<file path="src/hw/rtl/ped_pkg.sv">
// Shared types and constants for the pit edge detector.
package ped_pkg;

  localparam int CFG_IDX_W  = 3;
  localparam int CFG_DATA_W = 15;
  localparam int DIM_W      = 11;
  localparam int COORD_W    = 10;
  localparam int THR_W      = 15;

  typedef enum logic [CFG_IDX_W-1:0] {
    CFG_MAP_ROWS       = 3'd0,
    CFG_MAP_COLS       = 3'd1,
    CFG_BOX_ROW_MIN    = 3'd2,
    CFG_BOX_ROW_MAX    = 3'd3,
    CFG_BOX_COL_MIN    = 3'd4,
    CFG_BOX_COL_MAX    = 3'd5,
    CFG_EDGE_THRESHOLD = 3'd6
  } cfg_idx_e;

  typedef enum logic {
    CMD_SAMPLE = 1'b0,
    CMD_FLUSH  = 1'b1
  } cmd_e;

  typedef struct packed {
    logic [COORD_W-1:0] cell_row;
    logic [COORD_W-1:0] cell_col;
    logic               is_edge;
    logic               last_cell;
  } res_t;

endpackage

</file>
<file path="src/hw/rtl/ped_skid.sv">
// Two-entry result buffer: output register plus skid register.
module ped_skid (
  input  logic              clk_i,
  input  logic              rst_ni,
  input  logic              push_i,
  input  ped_pkg::res_t     push_data_i,
  output logic              full_o,
  output logic              out_valid_o,
  input  logic              out_stall_i,
  output ped_pkg::res_t     out_data_o
);
  import ped_pkg::*;

  logic out_valid_q, out_valid_d;
  logic skid_valid_q, skid_valid_d;
  res_t out_q, out_d;
  res_t skid_q, skid_d;
  logic pop;

  assign pop = out_valid_q && !out_stall_i;

  always_comb begin
    out_valid_d  = out_valid_q;
    out_d        = out_q;
    skid_valid_d = skid_valid_q;
    skid_d       = skid_q;
    if (!out_valid_q || pop) begin
      if (skid_valid_q) begin
        out_valid_d  = 1'b1;
        out_d        = skid_q;
        skid_valid_d = push_i;
        skid_d       = push_data_i;
      end else begin
        out_valid_d = push_i;
        out_d       = push_data_i;
      end
    end else if (push_i) begin
      skid_valid_d = 1'b1;
      skid_d       = push_data_i;
    end
  end

  always_ff @(posedge clk_i or negedge rst_ni) begin
    if (!rst_ni) begin
      out_valid_q  <= 1'b0;
      skid_valid_q <= 1'b0;
    end else begin
      out_valid_q  <= out_valid_d;
      skid_valid_q <= skid_valid_d;
    end
  end

  always_ff @(posedge clk_i) begin
    out_q  <= out_d;
    skid_q <= skid_d;
  end

  assign full_o      = skid_valid_q;
  assign out_valid_o = out_valid_q;
  assign out_data_o  = out_q;

endmodule

</file>
<file path="config.mk">
export PLATFORM = sky130hd
export DESIGN_NAME = ped_skid
export DESIGN_NICKNAME = d
export VERILOG_FILES = /design/src/hw/rtl/ped_pkg.sv /design/src/hw/rtl/ped_skid.sv
export SDC_FILE = /design/constraint.sdc
export NUM_CORES = 1
export LEC_CHECK = 0
export BUFFER_PORTS_ARGS = -buffer_cell sky130_fd_sc_hd__buf_2
export CORE_MARGIN = 2
export CORE_UTILIZATION = 50
export DETAILED_ROUTE_END_ITERATION = 10
export PLACE_DENSITY = 0.77
export SLEW_MARGIN = 20
export SYNTH_ARGS = -nofsm -noshare
export SYNTH_HDL_FRONTEND = slang
export SYNTH_SLANG_ARGS = --single-unit
</file>
<file path="constraint.sdc">
create_clock -name clk_i -period 2.65 [get_ports clk_i]
set_clock_uncertainty 0.05 [all_clocks]
set_input_delay 0.265 -clock clk_i [delete_from_list [all_inputs] [get_ports clk_i]]
set_output_delay 0.265 -clock clk_i [all_outputs]
set_load 0.01 [all_outputs]
</file>
==> results.json <==
{
  "run_status": "finished, final reports clean",
  "synth_xor_area_frac": 0,
  "synth-compound-area-share": 0.00639,
  "timing.hold.worst_path_depth": 1,
  "worst_ir_drop_vdd_uv": 550,
  "synthToLayoutAreaGrowth_pct": 21.7,
  "worstReg2RegEnd": "out_data_o[0]$_DFFE_PP_",
  "cts.htree.levels": 2,
  "die_h_um": 63.4,
  "most-common-layout-cells": "49 x buf_2, 44 x edfxtp_1, 17 x mux2_4",
  "groute.usage.overall": 0.140,
  "drc": 0,
  "floorplan.initialDensity": 0.524,
  "slew_violations": 0,
  "synthCells": 77,
  "finalWirelength_um": 2610,
  "finalWorstPathRequiredPeriod_ps": 1660,
  "sort_of_element_at_the_end_of_the_critical_path": "flip-flop",
  "final_hold_viol_count": 0,
  "gp_congestion": 0.668,
  "r2r_cells": 2,
  "fillerInstances": 275,
  "post_drt_wl_per_cell_um": 14.3,
  "mostFrequentLayoutCell": "buf_2",
  "actual_slew_at_the_worst_max_slew_pin_ps": 403,
  "critical-path-slowest-cell": "dfrtp_1",
  "cp_max_fo": 16,
  "average_vias_per_placed_instance": 4.83,
  "critical_path_required_ps": 2710,
  "power_leakage_nw": 0.870,
  "cts_tree": "yes",
  "via_count_of_the_first_global_routing_pass": 896,
  "dieArea_sq_um": 4010,
  "insertion_delay_ps": 350,
  "drt_iter0_markers": 38,
  "cts_num_sinks": 46,
  "fin_ws_ps": 992,
  "timing.rr.start": "full_o$_DFFE_PN0P_",
  "postSynthRegisterBits": 46,
  "cpPeakStageDelay_ps": 610,
  "fmax_ghz": 0.603,
  "critical_path.startpoint_type": "flip-flop",
  "cts_buffers": 5,
  "grt_antenna_before_repair": 0,
  "diodes": 0,
  "ctsLongestPathBuffers": 2,
  "hold_path_class": "input port to flip-flop",
  "largest_net_degree_at_the_start_of_global_routing": 23,
  "crit_chain": "buf_4, mux2_2",
  "cell_area_synth_sq_um": 1760,
  "synth.yosys.seq_area_share": 0.778,
  "core_area_sq_um": 3360,
  "total_power_mw": 1.58,
  "finish.instance_area_sq_um": 2140,
  "timing.final.setup_violations": 0,
  "period_share": 0.626,
  "setup.worst_path.start": "full_o$_DFFE_PN0P_",
  "fp.dieW_um": 63.4,
  "floorplan.io_pins": 50,
  "clk_pin_slew_worst_paths_ps": 140,
  "portBuffers": 49,
  "syn_nets": 103,
  "timing_worst_setup_path_type": "flip-flop to flip-flop",
  "synth_mux_area_frac": 0.183,
  "r2r_setup_slk_ps": 990,
  "detailed_place.area_sq_um": 2050,
  "yosys.cell_types.count": 11,
  "maxCapViolCount": 0,
  "rsz0062_at_grt": "false",
  "drt-pass1-iter-count": 4,
  "setup_total_negative_slack_ps": 0,
  "fraction_of_the_mapped_netlist_area_in_adder_cells": 0,
  "dominant_combinational_cell_family_by_area_after_synthesis": "multiplexers",
  "antenna_violating_nets_post_route": 0,
  "net_count_reported_at_finish": 161,
  "worstHoldStart": "push_data_i[3]",
  "yosysWarningCount": 0,
  "global_route.overflow_total": 0,
  "worst_hold_endpoint": "skid_q[3]$_DFFE_PP_",
  "cts_root_buffer": "clkbuf_4",
  "rows": 21,
  "grt_pass1_wl_um": 4130,
  "dr_total_vias": 879,
  "dp_hpwl_um": 1890,
  "layout_cell_share_with_drive_strength_beyond_1": 0.618,
  "timing.max_slew.rel_slack": 0.731,
  "power_per_cell_area_nw_per_um2": 736,
  "syn-mean-instance-area_sq_um": 22.9,
  "worstPathArrival_ps": 1720,
  "synthSimpleGateAreaFrac": 0.00781,
  "post_place_worst_slack_ps": 996
}
## worst max-delay path, delay by kind of cell (launching register included)
kind,cells,cell delay (ps)
flops,1,610
mux,1,380
buf+inv,1,370
## metrics by stage
| stage | instances | util | hold WS, ps |
|---|---|---|---|
| 2_1_floorplan | 77 | - | -80.6 |
| 3_3_place_gp | 173 | 0.610 | -0.181 |
| 3_5_place_dp | 173 | 0.610 | 4.66 |
| 4_1_cts | 182 | 0.638 | 32.0 |
| 5_1_grt | 182 | 0.638 | 16.9 |
| 6_report | 182 | 0.638 | 43.1 |
## cell type report
class	count	area, sq um	area share
clock buffers	5	37.5	0.0175
well taps	46	57.6	0.0268
clock inverters	3	45.0	0.0210
flip-flops and latches	46	1370	0.639
repair buffers	54	285	0.133
multi-input cells	28	348	0.162
## Yosys cell counts
master | number | area (sq um)
nand2b_1 | 1 | 6.26
buf_6 | 2 | 22.5
buf_12 | 1 | 20.0
mux2_2 | 6 | 67.6
edfxtp_1 | 44 | 1320
a21oi_1 | 1 | 5.00
dfrtp_1 | 2 | 50.1
nor2_1 | 1 | 3.75
mux2_4 | 17 | 255
nand2_1 | 1 | 3.75
a31oi_1 | 1 | 6.26
## layer usage
metal / GRT usage / up-vias / wire, um
met4: 0.0571 / 0 / 37
met1: 0.171 / 415 / 1080
met2: 0.222 / 43 / 1270
met3: 0.0554 / 4 / 222
met5: 0 / - / 0
li1: - / 417 / -
## logic make-up after synthesis
group / Yosys count
DFF: 46
buffers and inverters: 3
muxes: 23
and+or+nand+nor: 3
AOI/OAI and AO/OA: 2
## flip-flops by register name, indices dropped and copies added, names as in the netlist
signal       cells
skid_q          22
out_data_o      22
full_o           1
out_valid_o      1
## report_power, final
group	internal, mW	leakage (nW)	switching (mW)	total, mW
Combinational	0.125	0.380	0.111	0.236
Sequential	0.901	0.453	0.0283	0.929
Clock	0.198	0.0374	0.216	0.414
## worst max-delay path by stage
| stage | slack [ps] | depth (start not counted) | endpoint |
|---|---|---|---|
| CTS | 970 | 2 | out_data_o[0]$_DFFE_PP_ |
| detailed placement | 1000 | 2 | out_data_o[0]$_DFFE_PP_ |
| global route | 870 | 2 | out_data_o[0]$_DFFE_PP_ |
| finish | 990 | 2 | out_data_o[0]$_DFFE_PP_ |
| global placement | 1060 | 2 | out_data_o[20]$_DFFE_PP_ |
| floorplan | 750 | 2 | skid_q[0]$_DFFE_PP_ |
## repair_timing
item | in CTS | in global routing
setup buffers | 0 | 0
hold buffers | 1 | 0
resized for setup | 0 | 0
endpoints found under the hold margin | 2 | 0
Power figures use the tool's default switching activity.
